**src/rtl/dtrt_pkg.sv**
```systemverilog
// shared types, codes and helpers for the delimited text row tokenizer
package dtrt_pkg;

  localparam int MaxFields  = 32;
  localparam int MaxSeps    = 4;
  localparam int QueueDepth = 4;
  localparam int QueueAw    = $clog2(QueueDepth);

  typedef logic [2:0] kind_t;

  localparam kind_t KIND_DATA    = 3'd0;
  localparam kind_t KIND_VALUE   = 3'd1;
  localparam kind_t KIND_NULL    = 3'd2;
  localparam kind_t KIND_DEFAULT = 3'd3;
  localparam kind_t KIND_END     = 3'd4;

  typedef logic [2:0] cfg_addr_t;

  localparam cfg_addr_t CFG_MODE      = 3'd0;
  localparam cfg_addr_t CFG_ROW_CHARS = 3'd1;
  localparam cfg_addr_t CFG_ROW_COUNT = 3'd2;
  localparam cfg_addr_t CFG_COL_CHARS = 3'd3;
  localparam cfg_addr_t CFG_COL_COUNT = 3'd4;
  localparam cfg_addr_t CFG_FIELDS    = 3'd5;

  localparam logic [1:0] MODE_STRICT  = 2'd0;
  localparam logic [1:0] MODE_GENERAL = 2'd1;
  localparam logic [1:0] MODE_WEAK    = 2'd2;

  // one request from the classifier to the event generator
  typedef struct packed {
    kind_t       kind;
    logic [4:0]  field;
    logic [7:0]  data;
    logic        row_done;   // primary event finishes the row
    logic        dflt;       // default fields follow
    logic [5:0]  next_field; // first default field
    logic [5:0]  cnt;        // fields per row, clamped
  } cmd_t;

  function automatic logic in_set(input logic [31:0] chars, input logic [2:0] count,
                                  input logic [7:0] b);
    logic hit;
    hit = 1'b0;
    for (int k = 0; k < 4; k++) begin
      if (k < MaxSeps && 3'(k) < count && chars[8*k +: 8] == b) begin
        hit = 1'b1;
      end
    end
    return hit;
  endfunction

endpackage

```
**src/rtl/dtrt_queue.sv**
```systemverilog
// short request queue between the classifier and the event generator
module dtrt_queue (
  input  logic            clk,
  input  logic            rst_n,
  input  logic            push,
  input  dtrt_pkg::cmd_t  push_cmd,
  output logic            full,
  input  logic            pop,
  output dtrt_pkg::cmd_t  head,
  output logic            empty
);

  dtrt_pkg::cmd_t                  mem_r [dtrt_pkg::QueueDepth];
  logic [dtrt_pkg::QueueAw-1:0]    wr_ptr_r, wr_ptr_nxt;
  logic [dtrt_pkg::QueueAw-1:0]    rd_ptr_r, rd_ptr_nxt;
  logic [dtrt_pkg::QueueAw:0]      count_r, count_nxt;

  assign full  = (count_r == (dtrt_pkg::QueueAw+1)'(dtrt_pkg::QueueDepth));
  assign empty = (count_r == '0);
  assign head  = mem_r[rd_ptr_r];

  always_comb begin
    wr_ptr_nxt = wr_ptr_r;
    rd_ptr_nxt = rd_ptr_r;
    count_nxt  = count_r;
    if (push) begin
      wr_ptr_nxt = wr_ptr_r + 1'b1;
    end
    if (pop) begin
      rd_ptr_nxt = rd_ptr_r + 1'b1;
    end
    if (push && !pop) begin
      count_nxt = count_r + 1'b1;
    end else if (pop && !push) begin
      count_nxt = count_r - 1'b1;
    end
  end

  always_ff @(posedge clk) begin
    if (!rst_n) begin
      wr_ptr_r <= '0;
      rd_ptr_r <= '0;
      count_r  <= '0;
    end else begin
      wr_ptr_r <= wr_ptr_nxt;
      rd_ptr_r <= rd_ptr_nxt;
      count_r  <= count_nxt;
    end
  end

  always_ff @(posedge clk) begin
    if (push) begin
      mem_r[wr_ptr_r] <= push_cmd;
    end
  end

endmodule

```
**src/rtl/dtrt_front.sv**
```systemverilog
// classifier: configuration registers, row/field tracking, request generation
module dtrt_front (
  input  logic            clk,
  input  logic            rst_n,
  input  logic            cfg_wr_en,
  input  logic [2:0]      cfg_addr,
  input  logic [31:0]     cfg_wdata,
  input  logic            fire,
  input  logic [7:0]      text_byte,
  output logic            push,
  output dtrt_pkg::cmd_t  push_cmd
);

  logic [1:0]  mode_r;
  logic [31:0] row_chars_r;
  logic [2:0]  row_count_r;
  logic [31:0] col_chars_r;
  logic [2:0]  col_count_r;
  logic [5:0]  fields_r;

  logic [4:0]  cur_r, cur_nxt;
  logic        has_r, has_nxt;
  logic        blank_r, blank_nxt;
  logic        discard_r, discard_nxt;
  logic        ended_r, ended_nxt;

  logic        is_row, is_col;
  logic [5:0]  cnt;
  logic [5:0]  next_f;
  logic        skip;

  always_ff @(posedge clk) begin
    if (!rst_n) begin
      mode_r      <= dtrt_pkg::MODE_GENERAL;
      row_chars_r <= 32'd10;
      row_count_r <= 3'd1;
      col_chars_r <= 32'h0000_0920;
      col_count_r <= 3'd2;
      fields_r    <= 6'd1;
    end else if (cfg_wr_en) begin
      unique case (cfg_addr)
        dtrt_pkg::CFG_MODE:      mode_r      <= cfg_wdata[1:0];
        dtrt_pkg::CFG_ROW_CHARS: row_chars_r <= cfg_wdata;
        dtrt_pkg::CFG_ROW_COUNT: row_count_r <= cfg_wdata[2:0];
        dtrt_pkg::CFG_COL_CHARS: col_chars_r <= cfg_wdata;
        dtrt_pkg::CFG_COL_COUNT: col_count_r <= cfg_wdata[2:0];
        dtrt_pkg::CFG_FIELDS:    fields_r    <= cfg_wdata[5:0];
        default: ;
      endcase
    end
  end

  always_comb begin
    if (fields_r == 6'd0) begin
      cnt = 6'd1;
    end else if (fields_r > 6'(dtrt_pkg::MaxFields)) begin
      cnt = 6'(dtrt_pkg::MaxFields);
    end else begin
      cnt = fields_r;
    end
  end

  assign is_row = dtrt_pkg::in_set(row_chars_r, row_count_r, text_byte);
  assign is_col = dtrt_pkg::in_set(col_chars_r, col_count_r, text_byte);
  assign next_f = {1'b0, cur_r} + 6'd1;
  assign skip   = !has_r && ((mode_r != dtrt_pkg::MODE_STRICT && is_row && blank_r) ||
                             (mode_r[1] && is_col));

  always_comb begin
    cur_nxt     = cur_r;
    has_nxt     = has_r;
    blank_nxt   = blank_r;
    discard_nxt = discard_r;
    ended_nxt   = ended_r;
    push        = 1'b0;
    push_cmd.kind       = dtrt_pkg::KIND_DATA;
    push_cmd.field      = cur_r;
    push_cmd.data       = 8'd0;
    push_cmd.row_done   = 1'b0;
    push_cmd.dflt       = 1'b0;
    push_cmd.next_field = next_f;
    push_cmd.cnt        = cnt;
    if (fire && !ended_r) begin
      priority if (text_byte == 8'd0) begin
        push          = 1'b1;
        push_cmd.kind = dtrt_pkg::KIND_END;
        ended_nxt     = 1'b1;
      end else if (discard_r) begin
        if (is_row) begin
          discard_nxt = 1'b0;
        end
      end else if (skip) begin
        // separator swallowed, no event
      end else if (is_row || is_col) begin
        push              = 1'b1;
        push_cmd.kind     = has_r ? dtrt_pkg::KIND_VALUE : dtrt_pkg::KIND_NULL;
        push_cmd.row_done = (next_f >= cnt);
        if (is_row) begin
          // row separator: if the row ended early, the rest of the fields come as defaults
          push_cmd.dflt = (next_f < cnt);
          cur_nxt       = '0;
          has_nxt       = 1'b0;
          blank_nxt     = 1'b1;
        end else if (next_f >= cnt) begin
          cur_nxt     = '0;
          has_nxt     = 1'b0;
          blank_nxt   = 1'b1;
          discard_nxt = 1'b1;
        end else begin
          cur_nxt   = next_f[4:0];
          has_nxt   = 1'b0;
          blank_nxt = 1'b0;
        end
      end else begin
        push          = 1'b1;
        push_cmd.data = text_byte;
        has_nxt       = 1'b1;
      end
    end
  end

  always_ff @(posedge clk) begin
    if (!rst_n) begin
      cur_r     <= '0;
      has_r     <= 1'b0;
      blank_r   <= 1'b1;
      discard_r <= 1'b0;
      ended_r   <= 1'b0;
    end else begin
      cur_r     <= cur_nxt;
      has_r     <= has_nxt;
      blank_r   <= blank_nxt;
      discard_r <= discard_nxt;
      ended_r   <= ended_nxt;
    end
  end

endmodule

```
**src/rtl/dtrt_back.sv**
```systemverilog
// event generator: expands requests into events, default runs one per cycle while out_tready
module dtrt_back (
  input  logic            clk,
  input  logic            rst_n,
  input  dtrt_pkg::cmd_t  head,
  input  logic            q_empty,
  output logic            q_pop,
  output logic            out_tvalid,
  input  logic            out_tready,
  output logic [15:0]     out_tdata,  // [4:0] field_index, [12:5] data_value, [13] row_complete
  output logic [2:0]      out_tuser,  // [2:0] event_kind
  output logic            out_tlast   // last
);

  logic                valid_r, valid_nxt;
  logic                busy_r, busy_nxt;
  logic [5:0]          f_r, f_nxt;
  dtrt_pkg::kind_t     kind_r, kind_nxt;
  logic [4:0]          field_r, field_nxt;
  logic [7:0]          data_r, data_nxt;
  logic                done_r, done_nxt;
  logic                last_r, last_nxt;
  logic                load;
  logic                dflt_end;

  assign load     = !valid_r || out_tready;
  assign dflt_end = ((f_r + 6'd1) == head.cnt);

  always_comb begin
    valid_nxt = valid_r;
    busy_nxt  = busy_r;
    f_nxt     = f_r;
    kind_nxt  = kind_r;
    field_nxt = field_r;
    data_nxt  = data_r;
    done_nxt  = done_r;
    last_nxt  = last_r;
    q_pop     = 1'b0;
    if (load) begin
      valid_nxt = 1'b0;
      if (busy_r) begin
        valid_nxt = 1'b1;
        kind_nxt  = dtrt_pkg::KIND_DEFAULT;
        field_nxt = f_r[4:0];
        data_nxt  = 8'd0;
        done_nxt  = dflt_end;
        last_nxt  = dflt_end;
        if (dflt_end) begin
          q_pop    = 1'b1;
          busy_nxt = 1'b0;
        end else begin
          f_nxt = f_r + 6'd1;
        end
      end else if (!q_empty) begin
        valid_nxt = 1'b1;
        kind_nxt  = head.kind;
        field_nxt = head.field;
        data_nxt  = head.data;
        done_nxt  = head.row_done;
        if (head.dflt) begin
          busy_nxt = 1'b1;
          f_nxt    = head.next_field;
          last_nxt = 1'b0;
        end else begin
          q_pop    = 1'b1;
          last_nxt = 1'b1;
        end
      end
    end
  end

  always_ff @(posedge clk) begin
    if (!rst_n) begin
      valid_r <= 1'b0;
      busy_r  <= 1'b0;
      f_r     <= '0;
    end else begin
      valid_r <= valid_nxt;
      busy_r  <= busy_nxt;
      f_r     <= f_nxt;
    end
  end

  always_ff @(posedge clk) begin
    kind_r  <= kind_nxt;
    field_r <= field_nxt;
    data_r  <= data_nxt;
    done_r  <= done_nxt;
    last_r  <= last_nxt;
  end

  assign out_tvalid = valid_r;
  assign out_tdata  = {2'b00, done_r, data_r, field_r};
  assign out_tuser  = kind_r;
  assign out_tlast  = last_r;

endmodule

```
**src/rtl/delimited_text_row_tokenizer_unit.sv**
```systemverilog
// top level of the delimited text row tokenizer
//
// Text enters one byte per request on the in_ stream (in_tdata[7:0]); a zero
// byte ends the data. Each byte yields zero or more events on the out_ stream:
// out_tuser is the event kind, out_tdata packs field index, data byte and row
// complete flag, out_tlast marks the final event caused by one byte.
// Separator sets, mode and field count sit behind the cfg_ write port and
// should be written while the stream is idle.
// Throughput: one byte per cycle while each byte gives at most one event and
// the receiver is ready. A row separator that closes a row early gives one
// event plus one default event per missing field, made by the event generator
// at one event per cycle unless the receiver stalls; a four-entry request
// queue absorbs that, and input stalls once it fills. Each byte's request is
// queued first, and its first event is then loaded into the output register.
// Reset restores the register defaults (general mode, newline rows, space and
// tab columns, one field) and starts a fresh row. After the end-of-data event
// every byte is taken and ignored until the next reset. A stalled receiver
// holds the output register; the queue keeps taking bytes until it is full.
module delimited_text_row_tokenizer_unit (
  input  logic        clk,
  input  logic        rst_n,
  input  logic        cfg_wr_en,
  input  logic [2:0]  cfg_addr,
  input  logic [31:0] cfg_wdata,
  input  logic        in_tvalid,
  output logic        in_tready,
  input  logic [7:0]  in_tdata,   // [7:0] text_byte
  output logic        out_tvalid,
  input  logic        out_tready,
  output logic [15:0] out_tdata,  // [4:0] field_index, [12:5] data_value, [13] row_complete
  output logic [2:0]  out_tuser,  // [2:0] event_kind
  output logic        out_tlast   // last
);

  logic            in_fire;
  logic            q_push;
  logic            q_full;
  logic            q_pop;
  logic            q_empty;
  dtrt_pkg::cmd_t  q_in;
  dtrt_pkg::cmd_t  q_head;

  assign in_tready = !q_full;
  assign in_fire   = in_tvalid && in_tready;

  dtrt_front u_front (
    .clk       (clk),
    .rst_n     (rst_n),
    .cfg_wr_en (cfg_wr_en),
    .cfg_addr  (cfg_addr),
    .cfg_wdata (cfg_wdata),
    .fire      (in_fire),
    .text_byte (in_tdata),
    .push      (q_push),
    .push_cmd  (q_in)
  );

  dtrt_queue u_queue (
    .clk      (clk),
    .rst_n    (rst_n),
    .push     (q_push),
    .push_cmd (q_in),
    .full     (q_full),
    .pop      (q_pop),
    .head     (q_head),
    .empty    (q_empty)
  );

  dtrt_back u_back (
    .clk        (clk),
    .rst_n      (rst_n),
    .head       (q_head),
    .q_empty    (q_empty),
    .q_pop      (q_pop),
    .out_tvalid (out_tvalid),
    .out_tready (out_tready),
    .out_tdata  (out_tdata),
    .out_tuser  (out_tuser),
    .out_tlast  (out_tlast)
  );

  // a request is only written when the queue has room
  assert property (@(posedge clk) disable iff (!rst_n) q_push |-> !q_full)
    else $error("request pushed into full queue");

  // nothing follows the end-of-data event
  assert property (@(posedge clk) disable iff (!rst_n)
    (out_tvalid && out_tready && out_tuser == dtrt_pkg::KIND_END) |=> !out_tvalid)
    else $error("event after end of data");

  // the row-finishing event is always the last one of its byte
  assert property (@(posedge clk) disable iff (!rst_n)
    (out_tvalid && out_tdata[13]) |-> out_tlast)
    else $error("row complete without last");

  // popping needs a queued request
  assert property (@(posedge clk) disable iff (!rst_n) q_pop |-> !q_empty)
    else $error("pop from empty queue");

endmodule
```
**config.mk**
```make
export PLATFORM = sky130hd
export DESIGN_NAME = delimited_text_row_tokenizer_unit
export DESIGN_NICKNAME = d
export VERILOG_FILES = /design/src/rtl/dtrt_pkg.sv /design/src/rtl/dtrt_queue.sv /design/src/rtl/dtrt_front.sv /design/src/rtl/dtrt_back.sv /design/src/rtl/delimited_text_row_tokenizer_unit.sv
export SDC_FILE = /design/constraint.sdc
export NUM_CORES = 1
export LEC_CHECK = 0
export ABC_AREA = 1
export BUFFER_PORTS_ARGS = -buffer_cell sky130_fd_sc_hd__buf_2
export CAP_MARGIN = 20
export CORE_ASPECT_RATIO = 1.5
export CORE_MARGIN = 4
export CORE_UTILIZATION = 35
export DETAILED_ROUTE_END_ITERATION = 10
export GPL_TIMING_DRIVEN = 0
export PLACE_DENSITY = 0.48
export SYNTH_ARGS = -nofsm -noshare
export SYNTH_HDL_FRONTEND = slang
export SYNTH_SLANG_ARGS = --single-unit
```
**constraint.sdc**
```tcl
create_clock -name clk -period 4.5 [get_ports clk]
set_input_delay 0.9 -clock clk [delete_from_list [all_inputs] [get_ports clk]]
set_output_delay 0.9 -clock clk [all_outputs]
set_load 0.05 [all_outputs]
```
# Yosys cells after proc, flatten, opt, wreduce, memory -nomap -nowiden

Memory sizes are Yosys's and may differ from the RTL's. A register that Yosys moved wholly into a read port is not among the register bits.
Index checks and enable logic that the tools add are counted.

Add/sub/neg operators: 6
Magnitude comparators: 11
Equality and inequality tests: 17
Muxes and demuxes: 66
Bitwise operators: 3
Reduce and logical (&&, ||, !) cells: 44

Operator list:

| operator                                                   | count |
|---|---|
| == test 8 bit                                              | 8 |
| 2-to-1 mux 10 bit                                          | 4 |
| 2-to-1 mux 1 bit                                           | 38 |
| 2-to-1 mux 6 bit                                           | 6 |
| 2-to-1 mux 3 bit                                           | 8 |
| 2-to-1 mux 5 bit                                           | 4 |
| AND reduction 2 bit                                        | 9 |
| logical AND 1 bit                                          | 16 |
| 2-to-1 mux 8 bit                                           | 2 |
| less-than comparator 1 x 3 -> 1 bit (first input constant) | 4 |
| less-than comparator 2 x 3 -> 1 bit (first input constant) | 4 |
| == test 3 bit (second input constant)                      | 3 |
| logical NOT 8 bit                                          | 1 |
| 2-to-1 mux 2 bit                                           | 4 |
| AND reduction 4 bit                                        | 2 |
| adder 5 x 1 -> 6 bit (second input constant)               | 1 |
| adder 6 x 1 -> 6 bit (second input constant)               | 1 |
| == test 3 x 2 -> 1 bit (second input constant)             | 2 |
| == test 6 bit                                              | 1 |
| >= comparator 6 bit                                        | 1 |
| > comparator 6 bit (second input constant)                 | 1 |
| logical NOT 1 bit                                          | 6 |
| logical NOT 3 bit                                          | 2 |
| logical NOT 6 bit                                          | 1 |
| 10 further kinds                                           | 18 |

Bits in registers: 120
RAM bits: 120
Output and inout bits: 22
Word-level logic and storage cells: 170
Memories kept: 1

Memory list:

| name          | words | bits a word | rd ports | clocked after memory_dff | write ports | line             | RTL |
|---|---|---|---|---|---|---|---|
| u_queue.mem_r | 4     | 30          | 1        | 1                        | 1           | dtrt_queue.sv:13 | `dtrt_pkg::cmd_t mem_r [dtrt_pkg::QueueDepth];` |

# Longest topological paths before layout

Depth in word-level cells: 18
Depth in mapped cells: 22
Gate-level depth less buffers: 20

# Hierarchy

A second synthesis with hierarchy kept.

Cells, all modules: 1227
Area total of the unflattened synthesis: 10955.5 um^2

Modules (own cells, without submodules):

| module                            | instances | cells an instance | area each (um^2) |
|---|---|---|---|
| dtrt_queue                        | 1         | 349               | 4939.7 |
| dtrt_front                        | 1         | 705               | 4658.2 |
| dtrt_back                         | 1         | 170               | 1343.8 |
| delimited_text_row_tokenizer_unit | 1         | 3                 | 13.8 |

# Worst setup path before layout

Ideal clock, no wire load.

Path type: input port to flip-flop
Start: in in_tdata[0]
End: mem u_queue.mem_r[0][0] (netlist name) (enable)
Arrival time: 3.274 ns
Setup slack: 0.809 ns
Stages on the path: 15
Path through: buf_6 -> inv_4 -> buf_8 -> nand2_1 -> nand2_1 -> nor2_1 -> nand3_1 -> nor2_1 -> nor2_1 -> nand2_2 -> nand2_4 -> nand3_4 -> nand3_1 -> nand2_2 -> nor2_1

Longest elaborated chain between the ends: 16
Elaborated cells between the ends (all ways): 36
Those cells by class: 8 x eq/ne; 14 x mux; 14 x reduce/logical

Ends and longest elaborated chain:

| element                                  | line                                    | RTL |
|---|---|---|
| from (decl)                              | delimited_text_row_tokenizer_unit.sv:27 | `input logic [7:0] in_tdata,` |
| == test 8 bit                            | dtrt_pkg.sv:46                          | `if (k < MaxSeps && 3'(k) < count && chars[8*k +: 8] == b) begin` |
| logical AND 1 bit                        | dtrt_pkg.sv:46                          |  |
| 2-to-1 mux 1 bit (4 in a row)            | dtrt_pkg.sv:46                          |  |
| logical AND 1 bit (2 in a row)           | dtrt_front.sv:66                        | `assign skip = !has_r && ((mode_r != dtrt_pkg::MODE_STRICT && is_row && blank_r) \|\|` |
| logical OR 1 bit                         | dtrt_front.sv:66                        |  |
| logical AND 1 bit                        | dtrt_front.sv:66                        |  |
| 2-to-1 mux 1 bit                         | dtrt_front.sv:92                        | `end else if (skip) begin` |
| 2-to-1 mux 1 bit                         | dtrt_front.sv:88                        | `end else if (discard_r) begin` |
| 2-to-1 mux 1 bit *                       | dtrt_front.sv:84                        | `priority if (text_byte == 8'd0) begin` |
| 2-to-1 mux 1 bit *                       | dtrt_front.sv:83                        | `if (fire && !ended_r) begin` |
| 2-to-1 mux 1 bit *                       | dtrt_queue.sv:52                        | `if (push) begin` |
| 2-to-1 mux 1 bit (implied by the code) * | dtrt_queue.sv:53                        | `mem_r[wr_ptr_r] <= push_cmd;` |
| to (decl)                                | dtrt_queue.sv:13                        |  |

Mark *: on every way between the ends. The rest lies on a longest branch, timed or not.

# Worst setup path after layout

Start: in in_tdata[1]
End: reg u_queue.count_r[2] (netlist name)

Longest elaborated chain between the ends: 17
Elaborated cells between the ends (all ways): 39
Those cells by class: 8 x eq/ne; 13 x mux; 18 x reduce/logical

Ends and longest elaborated chain:

| element                             | line                                    | RTL |
|---|---|---|
| == test 8 bit                       | dtrt_pkg.sv:46                          |  |
| logical AND 1 bit                   | dtrt_pkg.sv:46                          |  |
| 2-to-1 mux 1 bit (4 in a row)       | dtrt_pkg.sv:46                          |  |
| logical AND 1 bit (2 in a row)      | dtrt_front.sv:66                        |  |
| logical OR 1 bit                    | dtrt_front.sv:66                        |  |
| logical AND 1 bit                   | dtrt_front.sv:66                        |  |
| 2-to-1 mux 1 bit                    | dtrt_front.sv:92                        |  |
| 2-to-1 mux 1 bit                    | dtrt_front.sv:88                        |  |
| 2-to-1 mux 1 bit *                  | dtrt_front.sv:84                        |  |
| 2-to-1 mux 1 bit *                  | dtrt_front.sv:83                        |  |
| named net q_push                    | delimited_text_row_tokenizer_unit.sv:36 | `logic q_push;` |
| logical NOT 1 bit                   | dtrt_queue.sv:34                        | `end else if (pop && !push) begin` |
| logical AND 1 bit                   | dtrt_queue.sv:34                        |  |
| nonzero test 2 bit (no source line) | --                                      |  |
| to (signal assigned)                | dtrt_queue.sv:47                        | `count_r <= count_nxt;` |
| to (decl)                           | dtrt_queue.sv:16                        | `logic [dtrt_pkg::QueueAw:0] count_r, count_nxt;` |

Mark *: on every way through the listed nets, which the timed path passes. The rest lies on a longest branch.
A chain may end at the register's enable or synchronous reset.

==> results.sh <==
export IMPL_r2r_start="u_front.col_count_r[2]"
export IMPL_grt_pass1_vias=8754
export IMPL_ctsRootBufferMaster="clkbuf_16"
export IMPL_wl_per_cell_um=18.02
export IMPL_grt_usage=0.1858
export IMPL_netSwitchingFraction=0.3535
export IMPL_synth_edf_count=138
export IMPL_status="completed"
export IMPL_num_rows=79
export IMPL_synthTopCellsByCount="nand2_1 (248), nor2_1 (220), edfxtp_1 (138)"
export IMPL_synthFlopType="edfxtp_1"
export IMPL_synth_top_area_frac=0.3733
export IMPL_seq_power_share=0.411
export IMPL_path_cells="buf_2, inv_1, nand2_1, nand2_1, nor2_1, nand3b_1, nor2_1, nor2_1, nand2_2, nand2_4, nand3_4, nand3_1, nand2_2, inv_1, ha_1, inv_1, fa_1, a21oi_1, o21ai_0, o21ai_0, a21oi_1"
export IMPL_async_reset_ff_frac=0
export IMPL_ir_drop_mv=0.2826
export IMPL_fin_ws_ns=1.152
export IMPL_hold_path_depth=2
export IMPL_rsz0062_at_grt="no"
export IMPL_rr_endpoint="u_queue.count_r[2]"
export IMPL_insertion_delay_ns=0.53
export IMPL_drive_gt1_frac=0.1096
export IMPL_ys_ff_latch=242
export IMPL_p_clk_frac=0.292
export IMPL_wl_met3_um=988
export IMPL_n_antenna_cell=0
export IMPL_critPathKind="in -> reg"
export IMPL_gp_congestion=0.8639
export IMPL_power_density_nw_per_um2=530.1
export IMPL_period_needed_ns=3.348
export IMPL_worst_pin_slew_ns=0.9896
export IMPL_critPathTopFamily="simple AND/OR/NAND/NOR gates"
export IMPL_route_vias_total=8658
export IMPL_worstPathMaxFanout=7
export IMPL_cts_tree="built"
export IMPL_routed_top_layer="met4"
export IMPL_clockBufferDepth=3
export IMPL_maxSlewHeadroom=0.3403
export IMPL_final_max_slew_viol_count=0
export IMPL_place_area_um2=12030
export IMPL_cp_end_kind="flip-flop"
export IMPL_wl_mm=32.28
export IMPL_final_nets=1431
export IMPL_synth_yosys_seq_area_share=0.5608
export IMPL_avgSynthCellArea_um2=8.701
export IMPL_clock_sinks=242
export IMPL_slowest_delay_ns=0.37
export IMPL_viasPerCell=4.831
export IMPL_die_area_um2=34690
export IMPL_post_cts_buffers=0
export IMPL_boundaryPins=70
export IMPL_drc=0
export IMPL_holdCritStartpoint="u_front.blank_r"
export IMPL_power_frac_comb=0.296
export IMPL_synthesis_area_um2=11100
export IMPL_required_ns=4.91
export IMPL_synth_cells=1276
export IMPL_first_pass_iters=5
export IMPL_drt_iter0_drc=468
export IMPL_grt_max_degree=25
export IMPL_dp_hpwl_mm=23.53
export IMPL_coreArea_um2=31140
export IMPL_stdcell_area_um2=12800
export IMPL_p_leak_nw=5.187
export IMPL_start_util=0.3566
export IMPL_fp_dieH_um=226.1
export IMPL_rrSetupSlack_ns=1.40
export IMPL_maxCapViolations=0
export IMPL_reg2reg_depth=20
export IMPL_p_int_mw=4.385
export IMPL_hold_end="u_front.blank_r"
export IMPL_grt_ovfl_total=0
export IMPL_yosysWarnings=0
export IMPL_synth_area_top_cells="edfxtp_1 (37%), dfxtp_1 (19%), nand2_1 (8.4%)"
export IMPL_antenna_found_initial=0
export IMPL_io_buffers=60
export IMPL_finalClockSkew_ns=0.01291
export IMPL_area_delta_synth_final_pct=15.27
export IMPL_critPathArrivalTime_ns=3.76
export IMPL_p_switching_mw=2.398
export IMPL_path_buf_inv=4
export IMPL_final_util=0.4110
export IMPL_hold_viol=0
export IMPL_hold_worst_slack_ns=0.4634
export IMPL_clock_fmax_mhz=298.7
export IMPL_finalPower_mw=6.783
export IMPL_cp_start_kind="input port"
export IMPL_ctsHoldBuffers=0
export IMPL_ant_nets=0
export IMPL_grt_pass1_wl_mm=49.98
export IMPL_die_x_um=153.4
export IMPL_setup_viol=0
export IMPL_synth_most_common_cell="nand2_1"
export IMPL_yosysUniqueCellTypes=49
export IMPL_crit_slowest_cell="fa_1"
export IMPL_yosys_area_top_type="edfxtp_1"
export IMPL_dpl_worst_slack_ns=0.6100
export IMPL_holdCritPathClass="reg -> reg"
export IMPL_h_tree_depth=1
export IMPL_path_clk_slew_ns=0.06
export IMPL_fin_crit_sh=0.7440
export IMPL_met1Wirelength_mm=12.61
export IMPL_cts_inserted_buffers=25
export IMPL_post_cts_resize_count=0
export IMPL_wl_met2_mm=17.32
## flip-flops by register name, indices dropped and copies added (netlist names), 3 cells and up, named ones only
| signal | cells |
|---|---|
| u_front.col_chars_r | 32 |
| u_front.row_count_r | 3 |
| u_back.field_r | 5 |
| u_queue.count_r | 3 |
| u_front.fields_r | 6 |
| u_queue.mem_r | 120 |
| u_front.col_count_r | 3 |
| u_front.cur_r | 5 |
| u_back.data_r | 8 |
| u_back.out_tuser | 3 |
| u_front.row_chars_r | 32 |
| u_back.f_r | 6 |
## area by class of cell
| type | instances | area, um^2 |
|---|---|---|
| clock buffer | 27 | 633.1 |
| inverter | 120 | 452.9 |
| timing repair buffer | 65 | 385.4 |
| clock inverter | 18 | 136.4 |
| sequential | 242 | 6226 |
| tap | 405 | 506.7 |
| fill | 3187 | 18340 |
| multi-input combinational | 854 | 4105 |
| buffer | 61 | 351.6 |
## through the flow
step / cells / setup TNS, ns
3_5_place_dp: 1747 / 0
3_3_place_gp: 1742 / -105.80
2_1_floorplan: 1277 / 0
6_report: 1792 / 0
5_1_grt: 1792 / 0
4_1_cts: 1792 / 0
## kinds of logic (layout without fill, tap and decap cells)
kind of cell             after synthesis  after routing  share of synthesized area
AO/OA/AOI/OAI                        236            236                     0.1129
other                                  1              2                  0.0003378
adder cells (fa/ha/maj)               14             14                    0.01645
buffers and inverters                181            291                    0.07247
XOR/XNOR                              30             30                    0.02367
flip-flops                           242            242                     0.5608
AND/OR/NAND/NOR                      572            572                     0.2133
## power by group through the flow
stage / clock, mW / sequential (mW) / combinational, mW
floorplan: 0 / 3.13 / 1.12
global placement: 0 / 2.85 / 2.00
detailed placement: 0 / 2.84 / 2.05
CTS: 2.03 / 2.80 / 2.05
global route: 2.13 / 2.82 / 2.24
finish: 1.98 / 2.79 / 2.01
## worst max-delay path by stage
stage | start | end | slack (ns) | cells after the start
6_report | in_tdata[1] | u_queue.count_r[2] | 1.15 | 21
5_1_grt | in_tdata[1] | u_queue.count_r[2] | 0.90 | 21
3_5_place_dp | in_tdata[1] | u_queue.count_r[2] | 0.61 | 21
4_1_cts | in_tdata[4] | u_queue.count_r[1] | 1.17 | 18
3_3_place_gp | in_tdata[1] | u_queue.mem_r[1][16] | -0.92 | 14
2_1_floorplan | in_tdata[0] | u_queue.mem_r[0][0] | 0.81 | 15
## metal layers
layer | vias up | global-route usage
met5 | - | 0
met4 | 0 | 0.07640
met3 | 56 | 0.01840
met2 | 157 | 0.3652
met1 | 4038 | 0.2017
li1 | 4407 | -
## placed cells by master (no fill, tap or decap), types with 7 or more instances in the layout
cell type  synthesis  final
nand2_1          248    248
clkbuf_1          33     35
nand4_1            9      9
xor2_1            18     18
nand3_1           47     47
buf_2              6     67
buf_4             11     11
o21ai_0          133    133
ha_1              13     13
nor3_1            21     21
clkbuf_16          0     25
xnor2_1           12     12
a21oi_1           76     76
buf_6              7      7
inv_2              7      7
clkinv_1           1      9
inv_1            111    111
edfxtp_1         138    138
nor2_1           220    216
dfxtp_1          104    104
## tightest hold or removal path: cells and delay by family (launching register included)
family,cells,cell delay [ns]
DFF,1,0.32
and+or+nand+nor,2,0.10
No activity file was read; power rests on OpenSTA's default activity.
